File: src/hdl/abdcs_pkg.sv
package abdcs_pkg;

    localparam int DIGIT_SLOTS = 8;
    localparam int SLOT_BITS   = $clog2(DIGIT_SLOTS);

    // Scaling of the converter reading
    localparam logic [11:0] FULL_SCALE   = 12'd4095;
    localparam logic [9:0]  VIN_SPAN     = 10'd330;
    localparam logic [9:0]  VREAL_SPAN   = 10'd700;
    localparam logic [9:0]  VREAL_OFFSET = 10'd300;

    // Reciprocals for the decimal split, exact for values up to 1000
    localparam logic [7:0]  RECIP_10   = 8'd205;
    localparam int          SHIFT_10   = 11;
    localparam logic [5:0]  RECIP_100  = 6'd41;
    localparam int          SHIFT_100  = 12;
    localparam logic [9:0]  THOUSAND   = 10'd1000;

    // Register reset values
    localparam logic [15:0] REFRESH_LIMIT_RESET = 16'd480;
    localparam logic [11:0] LED_LOW_RESET       = 12'd1024;
    localparam logic [11:0] LED_HIGH_RESET      = 12'd3072;

    // Register indexes
    localparam logic [1:0] REG_REFRESH_LIMIT = 2'd0;
    localparam logic [1:0] REG_LED_LOW       = 2'd1;
    localparam logic [1:0] REG_LED_HIGH      = 2'd2;

    typedef enum logic [6:0] {
        ST_IDLE  = 7'b0000001,
        ST_MUL   = 7'b0000010,
        ST_DIV   = 7'b0000100,
        ST_QUO   = 7'b0001000,
        ST_DIG   = 7'b0010000,
        ST_SCAN  = 7'b0100000,
        ST_FLUSH = 7'b1000000
    } state_t;

endpackage

File: src/hdl/adc_to_bcd_digit_change_sender.sv
// Channel   Direction  Handshake            Payload
// input     in         in_valid / in_stall  adc_sample
// output    out        out_valid / out_stall tx_byte, byte_valid, last, red_level, green_level
// config    in         APB write/read       paddr, pwdata, prdata
//
// After acceptance a sample goes through the arithmetic states (multiply, divide, quotient,
// digit split), one read-compare-write pass over the eight digit slots of the previous-digit
// memory (one slot per cycle while the scan is not held), the flush and the idle state that
// takes the next sample. Reset clears the counter, the refresh flag and the slot valid bits,
// so every stored digit reads as zero until written. A stalled full output holds the scan at
// each new byte that meets a full hold register, and holds the flush.
module adc_to_bcd_digit_change_sender
    import abdcs_pkg::*;
#(
    parameter int SAMPLE_BITS = 12
)
(
    input  logic                   clk,
    input  logic                   rst_n,
    input  logic                   in_valid,
    output logic                   in_stall,
    input  logic [SAMPLE_BITS-1:0] adc_sample,
    output logic                   out_valid,
    input  logic                   out_stall,
    output logic [7:0]             tx_byte,
    output logic                   byte_valid,
    output logic                   last,
    output logic                   red_level,
    output logic                   green_level,
    input  logic                   psel,
    input  logic                   penable,
    input  logic                   pwrite,
    input  logic [3:0]             paddr,
    input  logic [31:0]            pwdata,
    output logic [31:0]            prdata,
    output logic                   pready
);

    localparam int WIDE_BITS = (SAMPLE_BITS > 12) ? SAMPLE_BITS : 12;

    state_t state_reg, state_next;

    logic [15:0] refresh_limit_reg;
    logic [11:0] led_low_reg;
    logic [11:0] led_high_reg;

    logic [11:0] rest_reg, rest_next;
    logic        red_reg, red_next;
    logic        green_reg, green_next;
    logic [20:0] x_in_reg, x_in_next;
    logic [21:0] x_real_reg, x_real_next;
    logic [9:0]  v_in_reg, v_in_next;
    logic [9:0]  v_real_reg, v_real_next;
    logic [6:0]  q10_in_reg, q10_in_next;
    logic [6:0]  q10_real_reg, q10_real_next;
    logic [3:0]  q100_in_reg, q100_in_next;
    logic [3:0]  q100_real_reg, q100_real_next;
    logic        th_in_reg, th_in_next;
    logic        th_real_reg, th_real_next;
    logic [3:0]  cur_reg [DIGIT_SLOTS];
    logic [3:0]  cur_next [DIGIT_SLOTS];

    logic [SLOT_BITS-1:0] slot_reg, slot_next;
    logic                 hold_full_reg, hold_full_next;
    logic [7:0]           hold_byte_reg, hold_byte_next;
    logic [15:0]          sent_count_reg, sent_count_next;
    logic                 refresh_pending_reg, refresh_pending_next;

    logic       out_valid_reg, out_valid_next;
    logic [7:0] out_byte_reg, out_byte_next;
    logic       out_bv_reg, out_bv_next;
    logic       out_last_reg, out_last_next;
    logic       out_red_reg, out_red_next;
    logic       out_green_reg, out_green_next;

    // previous-digit memory
    logic [3:0]           mem [DIGIT_SLOTS];
    logic                 entry_valid_reg [DIGIT_SLOTS];
    logic [3:0]           rd_data_reg;
    logic                 rd_valid_reg;
    logic                 mem_we;
    logic [SLOT_BITS-1:0] mem_wr_addr;
    logic [3:0]           mem_wr_data;
    logic                 rd_en;
    logic [SLOT_BITS-1:0] rd_addr;

    logic [WIDE_BITS-1:0] sample_wide;
    logic [11:0]          sample_clamped;
    logic [22:0]          sum_in;
    logic [22:0]          sum_real;
    logic [17:0]          prod10_in, prod10_real;
    logic [15:0]          prod100_in, prod100_real;
    logic [3:0]           prev_digit;
    logic [3:0]           cur_digit;
    logic                 emit;
    logic                 advance;
    logic                 out_free;
    logic                 cfg_write;

    assign in_stall    = (state_reg != ST_IDLE);
    assign out_valid   = out_valid_reg;
    assign tx_byte     = out_byte_reg;
    assign byte_valid  = out_bv_reg;
    assign last        = out_last_reg;
    assign red_level   = out_red_reg;
    assign green_level = out_green_reg;
    assign pready      = 1'b1;

    assign cfg_write = psel && penable && pwrite;

    always_comb
    begin
        case (paddr[3:2])
            REG_REFRESH_LIMIT: prdata = {16'd0, refresh_limit_reg};
            REG_LED_LOW:       prdata = {20'd0, led_low_reg};
            REG_LED_HIGH:      prdata = {20'd0, led_high_reg};
            default:           prdata = 32'd0;
        endcase
    end

    always_ff @(posedge clk or negedge rst_n)
    begin
        if (!rst_n)
        begin
            refresh_limit_reg <= REFRESH_LIMIT_RESET;
            led_low_reg       <= LED_LOW_RESET;
            led_high_reg      <= LED_HIGH_RESET;
        end
        else if (cfg_write)
        begin
            case (paddr[3:2])
                REG_REFRESH_LIMIT: refresh_limit_reg <= pwdata[15:0];
                REG_LED_LOW:       led_low_reg       <= pwdata[11:0];
                REG_LED_HIGH:      led_high_reg      <= pwdata[11:0];
                default:           ;
            endcase
        end
    end

    assign sample_wide    = WIDE_BITS'(adc_sample);
    assign sample_clamped = (sample_wide > WIDE_BITS'(FULL_SCALE)) ? FULL_SCALE
                                                                   : sample_wide[11:0];

    // floor(x / 4095) as (x + (x >> 12) + 1) >> 12, exact below 2^24
    assign sum_in   = 23'(x_in_reg) + 23'(x_in_reg >> 12) + 23'd1;
    assign sum_real = 23'(x_real_reg) + 23'(x_real_reg >> 12) + 23'd1;

    assign prod10_in    = 18'(v_in_reg) * 18'(RECIP_10);
    assign prod10_real  = 18'(v_real_reg) * 18'(RECIP_10);
    assign prod100_in   = 16'(v_in_reg) * 16'(RECIP_100);
    assign prod100_real = 16'(v_real_reg) * 16'(RECIP_100);

    assign prev_digit = rd_valid_reg ? rd_data_reg : 4'd0;
    assign cur_digit  = cur_reg[slot_reg];
    assign emit       = (cur_digit != prev_digit) || refresh_pending_reg;
    assign out_free   = !out_valid_reg || !out_stall;
    assign advance    = !(emit && hold_full_reg && !out_free);

    always_comb
    begin
        state_next           = state_reg;
        rest_next            = rest_reg;
        red_next             = red_reg;
        green_next           = green_reg;
        x_in_next            = x_in_reg;
        x_real_next          = x_real_reg;
        v_in_next            = v_in_reg;
        v_real_next          = v_real_reg;
        q10_in_next          = q10_in_reg;
        q10_real_next        = q10_real_reg;
        q100_in_next         = q100_in_reg;
        q100_real_next       = q100_real_reg;
        th_in_next           = th_in_reg;
        th_real_next         = th_real_reg;
        cur_next             = cur_reg;
        slot_next            = slot_reg;
        hold_full_next       = hold_full_reg;
        hold_byte_next       = hold_byte_reg;
        sent_count_next      = sent_count_reg;
        refresh_pending_next = refresh_pending_reg;
        out_byte_next        = out_byte_reg;
        out_bv_next          = out_bv_reg;
        out_last_next        = out_last_reg;
        out_red_next         = out_red_reg;
        out_green_next       = out_green_reg;
        out_valid_next       = out_valid_reg && out_stall;
        mem_we               = 1'b0;
        mem_wr_addr          = slot_reg;
        mem_wr_data          = cur_digit;
        rd_en                = 1'b0;
        rd_addr              = slot_reg + SLOT_BITS'(1);

        case (state_reg)
            ST_IDLE:
            begin
                if (in_valid)
                begin
                    rest_next  = FULL_SCALE - sample_clamped;
                    red_next   = (sample_clamped <= led_low_reg);
                    green_next = (sample_clamped <= led_low_reg)
                                 || (sample_clamped <= led_high_reg);
                    state_next = ST_MUL;
                end
            end
            ST_MUL:
            begin
                x_in_next   = 21'(rest_reg) * 21'(VIN_SPAN);
                x_real_next = 22'(rest_reg) * 22'(VREAL_SPAN);
                state_next  = ST_DIV;
            end
            ST_DIV:
            begin
                v_in_next   = 10'(sum_in >> 12);
                v_real_next = 10'(sum_real >> 12) + VREAL_OFFSET;
                state_next  = ST_QUO;
            end
            ST_QUO:
            begin
                q10_in_next    = 7'(prod10_in >> SHIFT_10);
                q10_real_next  = 7'(prod10_real >> SHIFT_10);
                q100_in_next   = 4'(prod100_in >> SHIFT_100);
                q100_real_next = 4'(prod100_real >> SHIFT_100);
                th_in_next     = (v_in_reg >= THOUSAND);
                th_real_next   = (v_real_reg >= THOUSAND);
                state_next     = ST_DIG;
            end
            ST_DIG:
            begin
                cur_next[0] = 4'(v_in_reg - 10'(q10_in_reg) * 10'd10);
                cur_next[1] = 4'(q10_in_reg - 7'(q100_in_reg) * 7'd10);
                cur_next[2] = th_in_reg ? 4'(q100_in_reg - 4'd10) : q100_in_reg;
                cur_next[3] = {3'd0, th_in_reg};
                cur_next[4] = 4'(v_real_reg - 10'(q10_real_reg) * 10'd10);
                cur_next[5] = 4'(q10_real_reg - 7'(q100_real_reg) * 7'd10);
                cur_next[6] = th_real_reg ? 4'(q100_real_reg - 4'd10) : q100_real_reg;
                cur_next[7] = {3'd0, th_real_reg};
                // fetch the first slot so its data is there when the scan starts
                rd_en       = 1'b1;
                rd_addr     = '0;
                slot_next   = '0;
                state_next  = ST_SCAN;
            end
            ST_SCAN:
            begin
                if (advance)
                begin
                    mem_we = 1'b1;
                    if (emit)
                    begin
                        hold_byte_next = {4'(slot_reg), cur_digit};
                        hold_full_next = 1'b1;
                        if (sent_count_reg != 16'hFFFF)
                        begin
                            sent_count_next = sent_count_reg + 16'd1;
                        end
                        // the held byte is not the last one: pass it on
                        if (hold_full_reg)
                        begin
                            out_valid_next = 1'b1;
                            out_byte_next  = hold_byte_reg;
                            out_bv_next    = 1'b1;
                            out_last_next  = 1'b0;
                            out_red_next   = red_reg;
                            out_green_next = green_reg;
                        end
                    end
                    if (slot_reg == SLOT_BITS'(DIGIT_SLOTS - 1))
                    begin
                        state_next = ST_FLUSH;
                    end
                    else
                    begin
                        rd_en     = 1'b1;
                        slot_next = slot_reg + SLOT_BITS'(1);
                    end
                end
            end
            ST_FLUSH:
            begin
                if (out_free)
                begin
                    out_valid_next = 1'b1;
                    out_byte_next  = hold_full_reg ? hold_byte_reg : 8'd0;
                    out_bv_next    = hold_full_reg;
                    out_last_next  = 1'b1;
                    out_red_next   = red_reg;
                    out_green_next = green_reg;
                    hold_full_next = 1'b0;
                    if (sent_count_reg >= refresh_limit_reg)
                    begin
                        sent_count_next      = 16'd0;
                        refresh_pending_next = 1'b1;
                    end
                    else
                    begin
                        refresh_pending_next = 1'b0;
                    end
                    state_next = ST_IDLE;
                end
            end
            default:
            begin
                state_next = ST_IDLE;
            end
        endcase
    end

    always_ff @(posedge clk or negedge rst_n)
    begin
        if (!rst_n)
        begin
            state_reg           <= ST_IDLE;
            slot_reg            <= '0;
            hold_full_reg       <= 1'b0;
            sent_count_reg      <= 16'd0;
            refresh_pending_reg <= 1'b0;
            out_valid_reg       <= 1'b0;
            rd_valid_reg        <= 1'b0;
            for (int i = 0; i < DIGIT_SLOTS; i++)
            begin
                entry_valid_reg[i] <= 1'b0;
            end
        end
        else
        begin
            state_reg           <= state_next;
            slot_reg            <= slot_next;
            hold_full_reg       <= hold_full_next;
            sent_count_reg      <= sent_count_next;
            refresh_pending_reg <= refresh_pending_next;
            out_valid_reg       <= out_valid_next;
            if (rd_en)
            begin
                rd_valid_reg <= entry_valid_reg[rd_addr];
            end
            if (mem_we)
            begin
                entry_valid_reg[mem_wr_addr] <= 1'b1;
            end
        end
    end

    always_ff @(posedge clk)
    begin
        rest_reg       <= rest_next;
        red_reg        <= red_next;
        green_reg      <= green_next;
        x_in_reg       <= x_in_next;
        x_real_reg     <= x_real_next;
        v_in_reg       <= v_in_next;
        v_real_reg     <= v_real_next;
        q10_in_reg     <= q10_in_next;
        q10_real_reg   <= q10_real_next;
        q100_in_reg    <= q100_in_next;
        q100_real_reg  <= q100_real_next;
        th_in_reg      <= th_in_next;
        th_real_reg    <= th_real_next;
        cur_reg        <= cur_next;
        hold_byte_reg  <= hold_byte_next;
        out_byte_reg   <= out_byte_next;
        out_bv_reg     <= out_bv_next;
        out_last_reg   <= out_last_next;
        out_red_reg    <= out_red_next;
        out_green_reg  <= out_green_next;
    end

    always_ff @(posedge clk)
    begin
        if (mem_we)
        begin
            mem[mem_wr_addr] <= mem_wr_data;
        end
        if (rd_en)
        begin
            rd_data_reg <= mem[rd_addr];
        end
    end

`ifndef SYNTHESIS
    a_one_sample_at_a_time: assert property (@(posedge clk) disable iff (!rst_n)
        (in_valid && !in_stall) |=> in_stall)
        else $error("sample accepted while previous one still in work");

    a_flush_ends_with_last: assert property (@(posedge clk) disable iff (!rst_n)
        (state_reg == ST_FLUSH && out_free) |=> (out_valid && last))
        else $error("flush did not deliver the final item of the sample");

    a_empty_item_is_last: assert property (@(posedge clk) disable iff (!rst_n)
        (out_valid && !byte_valid) |-> last)
        else $error("empty item not marked last");

    a_digit_is_decimal: assert property (@(posedge clk) disable iff (!rst_n)
        (out_valid && byte_valid) |-> (tx_byte[3:0] <= 4'd9))
        else $error("digit value out of decimal range");
`endif

endmodule

File: config.mk
export PLATFORM = sky130hd
export DESIGN_NAME = adc_to_bcd_digit_change_sender
export DESIGN_NICKNAME = d
export VERILOG_FILES = /design/src/hdl/abdcs_pkg.sv /design/src/hdl/adc_to_bcd_digit_change_sender.sv
export SDC_FILE = /design/constraint.sdc
export NUM_CORES = 1
export LEC_CHECK = 0
export ABC_CLOCK_PERIOD_IN_PS = 9300
export BUFFER_PORTS_ARGS = -buffer_cell sky130_fd_sc_hd__buf_2
export CORE_UTILIZATION = 50
export CTS_CLUSTER_DIAMETER = 120
export CTS_CLUSTER_SIZE = 14
export DETAILED_ROUTE_END_ITERATION = 7
export GPL_TIMING_DRIVEN = 0
export HOLD_SLACK_MARGIN = 0.06
export PLACE_DENSITY = 0.77
export SLEW_MARGIN = 10
export SYNTH_ARGS = -nofsm -noshare
export SYNTH_HDL_FRONTEND = slang
export SYNTH_SLANG_ARGS = --single-unit
File: constraint.sdc
create_clock -name clk -period 9.3 [get_ports clk]
set_clock_uncertainty 0.15 [all_clocks]
set_input_delay 1.395 -clock clk [delete_from_list [all_inputs] [get_ports clk]]
set_output_delay 1.395 -clock clk [all_outputs]
set_load 0.01 [all_outputs]
==> results.sh <==
export IMPL_status="completed"
export IMPL_setup_viol=0
export IMPL_portBuffers=65
export IMPL_grt_overflow_total=0
export IMPL_power_frac_clock_pct=11.2
export IMPL_crit_required_ps=9410
export IMPL_cts_setup_buffers=0
export IMPL_drc_errors=0
export IMPL_dr_pass1_iters=5
export IMPL_cts_resized=0
export IMPL_initialDrtViolationCount=810
export IMPL_grt_pass1_wl_um=69410
export IMPL_fin_crit_ps=5112
export IMPL_hold_violations=0
export IMPL_max_freq_mhz=195.6
export IMPL_die_area_mm2=0.04026
export IMPL_synthFlopType="edfxtp_1"
export IMPL_dpl_hpwl_um=32290
export IMPL_r2r_start="rest_reg[6]"
export IMPL_rrSetupSlack_ps=4190
export IMPL_ant_nets=0
export IMPL_busiest_layer="met2"
export IMPL_cpMaxStageDelayCell="a2111oi_0"
export IMPL_maxSlewHeadroom_pct=35.72
export IMPL_synthAdderAreaFrac_pct=28.93
export IMPL_r2r_end="x_in_reg[20]"
export IMPL_dr_total_vias=13737
export IMPL_switching_power_w=0.003168
export IMPL_synthMuxAreaShare_pct=3.044
export IMPL_min_path_type="flip-flop to flip-flop"
export IMPL_cts_tree="yes"
export IMPL_worst_setup_path_start_kind="flip-flop"
export IMPL_crit_path_end_kind="flip-flop"
export IMPL_crit_type="flip-flop to flip-flop"
export IMPL_coreArea_mm2=0.03883
export IMPL_grt_use_met2_pct=37.55
export IMPL_crit_buf_inv=3
export IMPL_vias_per_cell=5.512
export IMPL_nNetsFinal=2412
export IMPL_drive_gt1_share_pct=9.377
export IMPL_die_h_um=200.6
export IMPL_yosysUniqueCellTypes=78
export IMPL_combPwrFrac_pct=63.4
export IMPL_synth_compound_area_share_pct=10.17
export IMPL_async_reset_ff_share_pct=31.33
export IMPL_synthCells=1852
export IMPL_wirelength_um=41190
export IMPL_antenna_found_initial=1
export IMPL_track_usage_pct=20.94
export IMPL_syn_to_final_growth_pct=8.568
export IMPL_grt_max_degree=61
export IMPL_tightest_slew_ps=964.2
export IMPL_cp_slowest_stage_delay_ps=690
export IMPL_ioPinCount=102
export IMPL_leakage_nw=10.13
export IMPL_min_path_cells=0
export IMPL_synth_edf_count=171
export IMPL_period_share_pct=54.97
export IMPL_cp_top_family="adder cells"
export IMPL_crit_arrival_ps=5220
export IMPL_sw_frac_of_total_pct=43.08
export IMPL_numClockSinks=249
export IMPL_cts_root_buf="clkbuf_16"
export IMPL_cts_clk_slew_worst_paths_ps=70
export IMPL_sequentialPowerShare_pct=25.4
export IMPL_synth_top_family_by_area="adder cells"
export IMPL_cap_violations=0
export IMPL_clockBufferDepth=3
export IMPL_die_w_um=200.6
export IMPL_postCtsHoldBufs=0
export IMPL_grtUsageMet3_pct=3.052
export IMPL_reg2regPathDepth=15
export IMPL_power_internal_w=0.004186
export IMPL_wl_per_cell_um=16.53
export IMPL_drv_slew=0
export IMPL_path_cells="ha_1, inv_1, fa_1, fa_1, inv_1, ha_1, ha_1, o21ai_1, inv_1, or3_1, o221ai_1, nor2_1, a2111oi_0, a21oi_1, xor2_1"
export IMPL_final_util_pct=55.17
export IMPL_use_met1_pct=26.76
export IMPL_rsz0062_at_grt="no"
export IMPL_initial_utilization_pct=50.81
export IMPL_cts_made_buffers=21
export IMPL_synth_seq_area_share_pct=35.97
export IMPL_min_from="green_reg"
export IMPL_synth_xor_area_share_pct=3.907
export IMPL_std_cell_rows=72
export IMPL_worstPathMaxFanout=8
export IMPL_grt_pass1_vias=14222
export IMPL_place_gp_congestion=0.9139
export IMPL_synth_simple_area_share_pct=9.951
export IMPL_syn_area_mm2=0.01973
export IMPL_yosysWarnings=0
export IMPL_fin_tns_setup_ps=0
export IMPL_hold_end="green_level"
export IMPL_htreeDepth=1
export IMPL_syn_mean_instance_area_um2=10.65
export IMPL_ir_drop_mv=0.6985
export IMPL_ys_ff_latch=249
export IMPL_clk_latency_ps=530
export IMPL_largest_reg_flops=32
export IMPL_power_density_mw_per_mm2=343.3
synthesized netlist by cell type, types with 9 or more instances:
cell type | n | area (µm²)
o21ai_1 | 12 | 60.06
nand2_1 | 85 | 319.1
edfxtp_1 | 171 | 5135
a2111oi_0 | 11 | 96.34
o21ai_0 | 74 | 370.4
nor3_1 | 58 | 290.3
nand4_1 | 17 | 106.4
xor2_1 | 19 | 166.4
a21oi_1 | 61 | 305.3
xnor2_1 | 69 | 604.3
mux2_2 | 22 | 247.7
fa_1 | 94 | 1882
nor2_1 | 66 | 247.7
ha_1 | 305 | 3816
a21o_1 | 28 | 210.2
clkbuf_1 | 29 | 108.9
dfrtp_1 | 70 | 1752
inv_1 | 327 | 1227
and3_1 | 21 | 131.4
nand3_1 | 34 | 170.2
nor2b_1 | 19 | 118.9
o21a_1 | 10 | 75.07
nand2b_1 | 17 | 106.4
o211ai_1 | 10 | 75.07
and2_1 | 9 | 56.30
buf_4 | 18 | 135.1
mux2i_1 | 24 | 240.2
a211oi_1 | 12 | 90.09
worst max-delay path by stage:
stage	start	endpoint	slack, ps	depth (start not counted)
2_1_floorplan	rest_reg[6]	x_in_reg[20]	4720	15
3_3_place_gp	rest_reg[6]	x_in_reg[20]	4270	15
3_5_place_dp	rest_reg[6]	x_in_reg[20]	4230	15
4_1_cts	rest_reg[6]	x_in_reg[20]	4180	15
5_1_grt	rest_reg[6]	x_in_reg[20]	3830	15
6_report	rest_reg[6]	x_in_reg[20]	4190	15
area by class of cell:
class / count / area, µm²
repair buffers: 67 / 375.4
multi-input cells: 1232 / 11120
fillers: 3225 / 17410
diodes: 1 / 2.502
clock inverters: 2 / 13.76
plain buffers: 58 / 342.8
clock buffers: 36 / 581.8
flip-flops and latches: 249 / 7097
inverters: 329 / 1235
well taps: 518 / 648.1
cell usage in the layout (no fill, tap or decap), types with 22 or more instances in the layout:
cell type	count
nor2_1	65
a21oi_1	60
o21ai_0	74
nor3_1	58
nand3_1	34
nand2_1	85
xnor2_1	69
dfrtp_1	70
clkbuf_1	43
ha_1	305
inv_1	327
a21o_1	28
edfxtp_1	171
fa_1	94
buf_2	67
mux2i_1	24
mux2_2	22
metal layers:
layer | part of all wire [%] | wire (µm)
met5 | 0 | 0
met4 | 1.6 | 657
met3 | 4.3 | 1779
met2 | 50 | 20790
met1 | 44 | 17970
kinds of logic after synthesis:
| family | Yosys count |
|---|---|
| XOR/XNOR | 88 |
| AND/OR/NAND/NOR | 376 |
| multiplexers | 51 |
| buffers and inverters | 387 |
| AO/OA/AOI/OAI | 299 |
| adder cells (fa/ha/maj) | 400 |
| flip-flops | 249 |
| other | 2 |
stage by stage:
step	setup WS, ps	power [W]	std cells	instance area [µm²]	hold slack [ps]
floorplan	4722	0.005524	1868	19790	250.3
global placement	4267	0.006294	2451	20760	253.2
detailed placement	4225	0.006508	2453	20820	259.3
CTS	4181	0.007376	2491	21410	258.2
global route	3829	0.008105	2492	21420	261.8
finish	4188	0.007353	2492	21420	255.7
power groups by stage:
stage	clock network (W)	logic (W)	registers, W
floorplan	0	0.00371	0.00181
CTS	0.000833	0.00467	0.00187
finish	0.000822	0.00466	0.00187
global route	0.000868	0.00535	0.00189
detailed placement	0	0.00462	0.00189
global placement	0	0.00441	0.00188
(Power assumes the default switching activity.)
